**src/sv/awq_pkg.sv**
```systemverilog
`timescale 1ns / 1ps
package awq_pkg;
    localparam int LANES = 8;
    localparam logic [31:0] QNAN_DEFAULT = 32'h7FC0_0000;
    localparam logic [31:0] QUIET_BIT = 32'h0040_0000;

    // bit offset of each lane's nibble in the packed words
    function automatic logic [4:0] lane_shift(input logic [2:0] lane);
        logic [4:0] sh;
        begin
            case (lane)
                3'd0: sh = 5'd0;
                3'd1: sh = 5'd16;
                3'd2: sh = 5'd4;
                3'd3: sh = 5'd20;
                3'd4: sh = 5'd8;
                3'd5: sh = 5'd24;
                3'd6: sh = 5'd12;
                3'd7: sh = 5'd28;
                default: sh = 5'd0;
            endcase
            return sh;
        end
    endfunction

    typedef struct packed {
        logic        special;
        logic [31:0] special_val;
        logic        zero;
        logic        inf;
        logic        sign;
        logic signed [10:0] expo;
        logic [27:0] prod;
    } awq_mid_t;
endpackage

```
**src/sv/awq_lane.sv**
```systemverilog
`timescale 1ns / 1ps
// One lane: stage 1 decodes and multiplies, stage 2 normalizes, stage 3 rounds.
module awq_lane
(
    input  logic        clk,
    input  logic        en,
    input  logic [3:0]  w,
    input  logic [3:0]  z,
    input  logic [31:0] scale,
    output logic [31:0] value
);
    logic signed [4:0] diff;
    logic [3:0]  mag;
    logic [7:0]  sexp;
    logic [22:0] sman;
    logic [23:0] sig;
    awq_pkg::awq_mid_t s1_next, s1_reg;

    assign diff = $signed({1'b0, w}) - $signed({1'b0, z});
    assign mag  = diff[4] ? 4'(-diff) : diff[3:0];
    assign sexp = scale[30:23];
    assign sman = scale[22:0];
    assign sig  = {(sexp != 8'd0), sman};

    always_comb
    begin
        s1_next.special = 1'b0;
        s1_next.special_val = scale | awq_pkg::QUIET_BIT;
        if (sexp == 8'hFF && sman != 23'd0)
        begin
            s1_next.special = 1'b1;
        end
        else if (sexp == 8'hFF && mag == 4'd0)
        begin
            s1_next.special = 1'b1;
            s1_next.special_val = awq_pkg::QNAN_DEFAULT;
        end
        s1_next.sign = diff[4] ^ scale[31];
        s1_next.inf  = (sexp == 8'hFF);
        s1_next.zero = (mag == 4'd0) || (sexp == 8'd0 && sman == 23'd0);
        // value = prod * 2^(expo - 150), prod has up to 28 bits
        s1_next.expo = (sexp == 8'd0) ? 11'sd1 : $signed({3'b0, sexp});
        s1_next.prod = 28'(sig) * 28'(mag);
    end

    always_ff @(posedge clk)
    begin
        if (en)
        begin
            s1_reg <= s1_next;
        end
    end

    // stage 2: normalize so bit 27 is the leading one
    logic [4:0]  lz;
    logic [27:0] norm;
    logic signed [11:0] e2;
    awq_pkg::awq_mid_t s2_next, s2_reg;

    always_comb
    begin
        lz = 5'd0;
        for (int i = 0; i < 28; i++)
        begin
            if (s1_reg.prod[i])
            begin
                lz = 5'(27 - i);
            end
        end
        norm = s1_reg.prod << lz;
        // value = norm * 2^(e2 - 27 - 127), biased exponent of 1.f is e2
        e2 = 12'(s1_reg.expo) + 12'sd4 - 12'($signed({1'b0, lz}));
        s2_next = s1_reg;
        s2_next.prod = norm;
        s2_next.expo = 11'(e2);
    end

    always_ff @(posedge clk)
    begin
        if (en)
        begin
            s2_reg <= s2_next;
        end
    end

    // stage 3: denormalize if needed, round to nearest even, pack
    logic [5:0]  rsh;
    logic [55:0] wide;
    logic [24:0] kept;
    logic        rbit;
    logic        sticky;
    logic [24:0] rnd;
    logic signed [11:0] ef;
    logic [31:0] val_next, val_reg;

    always_comb
    begin
        rsh = 6'd0;
        if (s2_reg.expo < 11'sd1)
        begin
            rsh = (s2_reg.expo < -11'sd26) ? 6'd27 : 6'(11'sd1 - s2_reg.expo);
        end
        wide = {s2_reg.prod, 28'd0} >> rsh;
        kept = {1'b0, wide[55:32]};
        rbit = wide[31];
        sticky = |wide[30:0];
        rnd = kept + 25'(rbit & (sticky | kept[0]));
        ef = (s2_reg.expo < 11'sd1) ? 12'sd0 : 12'(s2_reg.expo);
        if (rnd[24])
        begin
            ef = ef + 12'sd1;
        end
        else if (ef == 12'sd0 && rnd[23])
        begin
            ef = 12'sd1;
        end
        if (s2_reg.special)
        begin
            val_next = s2_reg.special_val;
        end
        else if (s2_reg.zero)
        begin
            val_next = {s2_reg.sign, 31'd0};
        end
        else if (s2_reg.inf || ef >= 12'sd255)
        begin
            val_next = {s2_reg.sign, 8'hFF, 23'd0};
        end
        else
        begin
            val_next = {s2_reg.sign, ef[7:0], rnd[24] ? rnd[23:1] : rnd[22:0]};
        end
    end

    always_ff @(posedge clk)
    begin
        if (en)
        begin
            val_reg <= val_next;
        end
    end

    assign value = val_reg;
endmodule
```
**config.mk**
```make
export PLATFORM = sky130hd
export DESIGN_NAME = awq_lane
export DESIGN_NICKNAME = d
export VERILOG_FILES = /design/src/sv/awq_pkg.sv /design/src/sv/awq_lane.sv
export SDC_FILE = /design/constraint.sdc
export NUM_CORES = 1
export LEC_CHECK = 0
export BUFFER_PORTS_ARGS = -buffer_cell sky130_fd_sc_hd__clkbuf_2
export CORE_ASPECT_RATIO = 1.5
export CORE_MARGIN = 2
export CORE_UTILIZATION = 35
export CTS_CLUSTER_DIAMETER = 40
export CTS_CLUSTER_SIZE = 20
export DETAILED_ROUTE_END_ITERATION = 10
export PLACE_DENSITY = 0.54
export SLEW_MARGIN = 15
export SYNTH_ARGS = -nofsm -noshare
export SYNTH_HDL_FRONTEND = slang
export SYNTH_SLANG_ARGS = --single-unit
export TNS_END_PERCENT = 100
```
**constraint.sdc**
```tcl
create_clock -name clk -period 20.9 [get_ports clk]
set_input_delay 4.18 -clock clk [delete_from_list [all_inputs] [get_ports clk]]
set_output_delay 4.18 -clock clk [all_outputs]
set_load 0.05 [all_outputs]
```
==> results of run 1 <==
## cells in the mapped netlist, types with 33 or more instances
cell and instances:
edfxtp_1 177, nand2_1 166, nor2_1 115, inv_1 94, mux2i_1 78, clkbuf_1 74
a21oi_1 70, ha_1 51, fa_1 46, nor2b_1 43, xnor2_1 42, o21ai_0 37
nor3_1 33
## cell type report
cell class	count	area share
Multi-Input combinational cell	1107	0.526
Clock inverter	15	0.0128
Clock buffer	17	0.0271
Tap cell	511	0.0407
Sequential cell	177	0.339
Timing Repair Buffer	89	0.0316
Inverter	97	0.0232
## critical path: cells and delay by family
family,cells,cell delay (ns)
AND/OR/NAND/NOR,1,0.17
AO/OA/AOI/OAI,12,3.21
XOR/XNOR,1,0.08
adder cells (fa/ha/maj),5,2.54
multiplexers,1,0.46
buffers and inverters,3,0.17
## kinds of logic (layout without fill, tap and decap cells)
kind of cell	Yosys count	count (layout)	synth area share
DFF	177	177	0.369
adders and majority gates	97	97	0.108
AOI/OAI and AO/OA	335	335	0.177
xor gates and xnor gates	66	66	0.0401
buffers and inverters	207	218	0.0599
muxes	90	90	0.0647
and+or+nand+nor	519	519	0.182
## where the power goes
part | switching (mW) | internal [mW] | leakage [nW]
Sequential | 0.109 | 0.528 | 1.74
Combinational | 0.813 | 0.518 | 4.29
Clock | 0.159 | 0.164 | 0.293
## per-layer routing
layer  track usage  vias up  part of all wire
met4        0.0833        0             0.040
met2         0.359      326              0.54
met3        0.0224       92             0.033
met1         0.213     5521              0.38
li1              -     5427                 -
met5             0        -                 0
## worst paths after layout
check                           cells past startpoint  startpoint         end
worst max-delay path                               23        w[0]  s1_reg[27]
worst max register to register                     22  s2_reg[29]   value[17]
worst min register to register                      0  s1_reg[70]  s2_reg[70]
worst min-delay path                                0  s1_reg[70]  s2_reg[70]
## per-stage QoR
stage               area, µm²  cells  hold WS (ns)
finish                  15700   2013         0.415
floorplan               14400   1491         0.400
CTS                     15700   2012         0.415
detailed placement      15100   1980         0.405
global placement        15100   1980         0.400
global route            15700   2013         0.420
==> reports/qor.yml, run 1 <==
fin_crit_sh: 0.509
fin_tns_setup_ns: 0
hpwlAfterDp_um: 31900
finalSetupViolations: 0
top_level_ports: 74
cts_buffers: 17
critPathSlowestCell: "ha_1"
ctsResizeCount: 0
outcome: "complete, no violations"
period_needed_ns: 10.64
cpPeakStageDelay_ns: 0.89
hold_class: "reg2reg"
coreArea_um2: 40900
largest_reg_flops: 74
synth_area_um2: 14400
cts_sinks: 177
diodes: 0
grt_usage: 0.190
die_y_um: 253
grt_max_degree: 96
final_util: 0.384
cellPowerDensity_nw_per_um2: 146
port_buffers: 73
die_x_um: 170
critical_path.max_fanout: 27
drt_pass1_iterations: 5
wirelength_um: 40400
r2r_slack_ns: 12.81
synth_flop_cell: "edfxtp_1"
finalClockSkew_ns: 0.0139
critPathKind: "in2reg"
drv_slew: 0
synth_top_cell_by_area: "edfxtp_1"
synth_edf_count: 177
drc_errors: 0
ys_ff_latch: 177
multi_input_area_um2: 8250
n_fill_cell: 4019
worst_pin_slew_ns: 1.01
clock.fmax_mhz: 94.0
syn_nets: 1630
slew_headroom: 0.320
postSynthCellCount: 1491
layout_setup_ws_ns: 10.26
ys_seq_area_frac: 0.369
area_delta_synth_final_pct: 8.86
postCtsSetupBuffers: 0
yosys-top-cells-area: "edfxtp_1, fa_1, mux2i_1"
total_power_mw: 2.29
clock_path_buffers: 2
gp_congestion: 0.920
place_ws_ns: 9.76
initial_core_util: 0.353
ys_async_sr_fraction: 0
ys_warn_count: 0
worst_ir_drop_vdd_v: 0.000102
crit_required_ns: 21.09
core.rowCount: 91
drive_gt1_frac: 0.133
crit_chain: "clkbuf_2, inv_1, ha_1, ha_1, mux2_2, nand2_1, fa_1, fa_1, inv_1, ha_1, a21o_1, a21oi_1, o21bai_1, a211oi_1, o31ai_1, o41ai_1, o211ai_1, o41ai_1, o21ai_0, o41ai_1, o21bai_1, a21oi_1, xnor2_1"
grt_overflow: 0
holdBufCountCts: 0
crit_arrival_ns: 10.84
layout_commonest_cell: "edfxtp_1"
cts_tree: "built"
vias: 11400
vias_per_cell: 5.65
regArea_um2: 5320
grt_pass1_vias: 11300
routedWlPerCell_um: 20.1
cts_root_buf: "clkbuf_16"
die_area_um2: 42900
insertion_delay_ns: 0.45
p_leak_nw: 6.33
h-tree-depth: 4
rsz0062_at_grt: "no"
netlist-cell-type-count: 109
avgSynthCellArea_um2: 9.67
final_antenna_net_count: 0
finalHoldViolCount: 0
nNetsFinal: 1628
first_iter_violations: 844
clk_pin_slew_worst_paths_ns: 0.07
antenna_found_initial: 0
final_cell_mix: "edfxtp_1, nand2_1, nor2_1"
cp-end-kind: "flip-flop"
maxCapViolCount: 0
startpoint_type: "input port"
grt_pass1_wl_um: 63100
synth.top_cell.area_share: 0.369
No activity file was read; power rests on OpenSTA's default activity.
==> run 2, diff against run 1 <==
--- a/config.mk
+++ b/config.mk
@@ -12,7 +12,7 @@
 export CTS_CLUSTER_DIAMETER = 40
 export CTS_CLUSTER_SIZE = 20
 export DETAILED_ROUTE_END_ITERATION = 10
-export PLACE_DENSITY = 0.54
+export PLACE_DENSITY = 0.56
 export SLEW_MARGIN = 15
 export SYNTH_ARGS = -nofsm -noshare
 export SYNTH_HDL_FRONTEND = slang
==> constraint.sdc (replaced) <==
create_clock -name clk -period 9.7 [get_ports clk]
set_input_delay 1.94 -clock clk [delete_from_list [all_inputs] [get_ports clk]]
set_output_delay 1.94 -clock clk [all_outputs]
set_load 0.05 [all_outputs]
==> reports/qor.yml, run 2 (synthesis results as in run 1) <==
clock_path_buffers: 2
die_y_um: 253
first_iter_violations: 720
port_buffers: 73
initial_core_util: 0.353
vias_per_cell: 5.68
critical_path.max_fanout: 25
p_comb_frac: 0.577
p_int_mw: 2.61
wirelength_um: 41100
total_power_mw: 4.96
slew_headroom: 0.296
outcome: "complete, no violations"
postPlaceCellArea_um2: 15100
place_ws_ns: 0.861
antenna_found_initial: 0
cts_buffers: 17
r2r_cells: 19
final_antenna_net_count: 0
gp_congestion: 0.905
period_needed_ns: 8.41
cts_sinks: 177
postCtsSetupBuffers: 0
cts_root_buf: "clkbuf_16"
maxCapViolCount: 0
clk_pin_slew_worst_paths_ns: 0.08
final_cell_area_um2: 15700
p_leak_nw: 6.35
holdBufCountCts: 0
finalSetupViolations: 0
drt_pass1_iterations: 5
fin_tns_setup_ns: 0
power_switching_mw: 2.35
grt_overflow: 0
hpwlAfterDp_um: 32100
routedWlPerCell_um: 20.4
drive_gt1_frac: 0.134
hold_depth: 0
clock.fmax_mhz: 119
worst_ir_drop_vdd_v: 0.000148
vias: 11500
cts_tree: "built"
crit_required_ns: 9.90
final_cell_mix: "edfxtp_1, nand2_1, nor2_1"
cellPowerDensity_nw_per_um2: 316
die_x_um: 170
coreArea_um2: 40900
drc_errors: 0
insertion_delay_ns: 0.45
swShare: 0.474
crit_arrival_ns: 8.61
seq_power_share: 0.277
worst_pin_slew_ns: 1.05
largest_reg_flops: 74
core.rowCount: 91
grt_pass1_wl_um: 64000
layout_commonest_cell: "edfxtp_1"
die_area_um2: 42900
ctsResizeCount: 0
drv_slew: 0
h-tree-depth: 4
startpoint_type: "input port"
diodes: 0
layout_setup_ws_ns: 1.29
critPathKind: "in2reg"
grt_usage: 0.193
finalHoldViolCount: 0
nNetsFinal: 1630
area_delta_synth_final_pct: 9.00
critPathSlowestCell: "fa_1"
clockPowerShare: 0.145
finalClockSkew_ns: 0.00918
top_level_ports: 74
rsz0062_at_grt: "no"
fin_crit_sh: 0.867
hold_class: "reg2reg"
cpPeakStageDelay_ns: 0.54
cp-end-kind: "flip-flop"
grt_pass1_vias: 11400
grt_max_degree: 117
==> run 2: changes by cell type in the layout (fill, tap and decap cells not counted), moves of 2 or more <==
cell,delta
clkinvlp_4,-2
inv_6,+2
buf_4,+3
clkinv_8,-2
==> run 2: stage by stage <==
stage | hold WS [ns] | cells | utilization
6_report | 0.411 | 2015 | 0.384
3_3_place_gp | 0.401 | 1983 | 0.369
4_1_cts | 0.414 | 2015 | 0.384
2_1_floorplan | 0.400 | 1491 | -
3_5_place_dp | 0.405 | 1983 | 0.369
5_1_grt | 0.417 | 2015 | 0.384
==> run 2: critical path, delay by kind of cell <==
family | cells | cell delay (ns)
xor+xnor | 2 | 0.21
buf+inv | 5 | 0.53
fa+ha+maj | 5 | 1.86
compound gates | 14 | 3.77
simple gates | 2 | 0.30
==> run 2: layout make-up <==
type                       instances  area [µm²]
multi-input combinational       1107        8250
tap                              511         639
inverter                          97         364
timing repair buffer              91         507
clock buffer                      17         425
clock inverter                    15         210
fill                            4051       25200
sequential                       177        5320
==> run 2: path summary, 6_finish.rpt <==
check,from,to,slack (ns)
hold reg to reg,s1_reg[71],s2_reg[71],0.41
hold / removal,s1_reg[71],s2_reg[71],0.41
setup reg to reg,s2_reg[29],value[21],1.73
setup / recovery,w[0],s1_reg[27],1.29
==> run 2: power by group through the flow <==
stage / combinational, mW / sequential (mW) / clock (mW)
6_report: 2.86 / 1.38 / 0.720
4_1_cts: 2.86 / 1.37 / 0.731
5_1_grt: 3.16 / 1.40 / 0.761
3_3_place_gp: 2.83 / 1.38 / 0
2_1_floorplan: 2.11 / 1.31 / 0
3_5_place_dp: 2.84 / 1.39 / 0
==> run 2: metal layers <==
layer / vias up / track usage / part of all wire
li1: 5430 / - / -
met5: - / 0 / 0
met3: 110 / 0.0235 / 0.035
met4: 0 / 0.0950 / 0.048
met1: 5582 / 0.217 / 0.38
met2: 331 / 0.358 / 0.53
==> run 3, diff against run 2 <==
--- a/config.mk
+++ b/config.mk
@@ -13,8 +13,9 @@
 export CTS_CLUSTER_SIZE = 20
 export DETAILED_ROUTE_END_ITERATION = 10
 export PLACE_DENSITY = 0.56
+export REMOVE_ABC_BUFFERS = 1
 export SLEW_MARGIN = 15
 export SYNTH_ARGS = -nofsm -noshare
 export SYNTH_HDL_FRONTEND = slang
 export SYNTH_SLANG_ARGS = --single-unit
-export TNS_END_PERCENT = 100
+export TNS_END_PERCENT = 10
==> reports/qor.yml, run 3 (synthesis results as in run 1) <==
cts_buffers: 17
power_switching_mw: 2.34
final_antenna_net_count: 0
r2r_end: "value[20]"
maxCapViolCount: 0
area_delta_synth_final_pct: 8.59
clk_pin_slew_worst_paths_ns: 0.08
grt_max_degree: 101
ctsResizeCount: 0
startpoint_type: "input port"
outcome: "complete, no violations"
postCtsSetupBuffers: 0
hpwlAfterDp_um: 33000
die_x_um: 170
core.rowCount: 91
final_util: 0.383
diodes: 0
vias: 11400
drc_errors: 0
hold_class: "reg2reg"
period_needed_ns: 8.46
wl_met1_um: 16100
cts_tree: "built"
h-tree-depth: 4
final_cell_mix: "edfxtp_1, nand2_1, nor2_1"
grt_pass1_wl_um: 65300
initial_core_util: 0.353
place_ws_ns: 0.847
cts_root_buf: "clkbuf_16"
drive_gt1_frac: 0.134
gp_congestion: 0.952
total_power_mw: 4.94
r2r_cells: 23
grt_overflow: 0
nNetsFinal: 1630
vias_per_cell: 5.68
clock.fmax_mhz: 118
first_iter_violations: 749
r2r_slack_ns: 1.65
worst_pin_slew_ns: 1.02
p_leak_nw: 6.32
finalClockSkew_ns: 0.0116
port_buffers: 73
clockPowerShare: 0.135
cp-end-kind: "flip-flop"
die_area_um2: 42900
fin_tns_setup_ns: 0
top_level_ports: 74
critical_path.max_fanout: 24
clock_path_buffers: 2
reg2reg_from: "s2_reg[29]"
crit_required_ns: 9.90
critPathKind: "in2reg"
crit_arrival_ns: 8.65
finalHoldViolCount: 0
rsz0062_at_grt: "no"
finalSetupViolations: 0
antenna_found_initial: 0
p_comb_frac: 0.588
layout_setup_ws_ns: 1.24
wl_met3_um: 1500
swShare: 0.474
insertion_delay_ns: 0.44
worst_ir_drop_vdd_v: 0.000141
slew_headroom: 0.318
die_y_um: 253
crit_start: "w[0]"
dr_wl_met2_um: 22600
grt_pass1_vias: 11500
grt_usage: 0.197
seq_power_share: 0.277
drv_slew: 0
top_layer: "met4"
fin_crit_sh: 0.872
p_int_mw: 2.60
layout_commonest_cell: "edfxtp_1"
wirelength_um: 42000
setup.worst_path.end: "s1_reg[27]"
cts_sinks: 177
drt_pass1_iterations: 7
largest_reg_flops: 74
cellPowerDensity_nw_per_um2: 316
holdBufCountCts: 0
coreArea_um2: 40900
routedWlPerCell_um: 20.8
## run 3: power by group through the flow
stage / clock network, mW / registers [mW] / logic (mW)
3_3_place_gp: 0 / 1.38 / 2.86
5_1_grt: 0.707 / 1.39 / 3.18
4_1_cts: 0.683 / 1.36 / 2.90
2_1_floorplan: 0 / 1.34 / 2.03
6_report: 0.666 / 1.37 / 2.91
3_5_place_dp: 0 / 1.38 / 2.88
## run 3: final cells by class
class                           instances  area [µm²]
Fill cell                            4061       25200
Multi-Input combinational cell       1107        8250
Sequential cell                       177        5320
Tap cell                              511         639
Timing Repair Buffer                   91         507
Clock buffer                           18         429
Inverter                               97         364
Clock inverter                         14         146
## run 3: per-layer routing
metal	vias to the layer above	track usage
li1	5429	-
met1	5557	0.222
met2	368	0.368
met3	95	0.0225
met4	0	0.0940
met5	-	0
## run 3: worst min-delay path by stage
stage                  to  startpoint  cells after the start
2_1_floorplan  s2_reg[39]  s1_reg[39]                      0
3_3_place_gp   s2_reg[47]  s1_reg[47]                      0
3_5_place_dp   s2_reg[59]  s1_reg[59]                      0
4_1_cts        s2_reg[62]  s1_reg[62]                      0
5_1_grt        s2_reg[43]  s1_reg[43]                      0
6_report       s2_reg[74]  s1_reg[74]                      0
## run 3: worst max-delay path, cell delays in order
cell and delay, ns:
clkbuf_2 0.08, inv_1 0.04, ha_1 0.13, inv_1 0.06
fa_1 0.41, a21o_1 0.17, a21o_1 0.22, mux2_2 0.55
nand2_1 0.14, fa_1 0.48, fa_1 0.55, inv_1 0.07
ha_1 0.30, a21o_1 0.18, a21oi_1 0.21, o21bai_1 0.12
a211oi_1 0.41, o31ai_1 0.18, o41ai_1 0.56, o211ai_1 0.25
o41ai_1 0.54, o21ai_0 0.23, o41ai_1 0.45, o21bai_1 0.12
a21oi_1 0.18, xnor2_1 0.08
## run 3: metrics by stage
| stage | hold WS [ns] | cells | area (µm²) |
|---|---|---|---|
| 4_1_cts | 0.418 | 2015 | 15700 |
| 3_5_place_dp | 0.405 | 1983 | 15100 |
| 3_3_place_gp | 0.401 | 1983 | 15100 |
| 6_report | 0.419 | 2015 | 15700 |
| 5_1_grt | 0.427 | 2015 | 15700 |
| 2_1_floorplan | 0.400 | 1381 | 13900 |
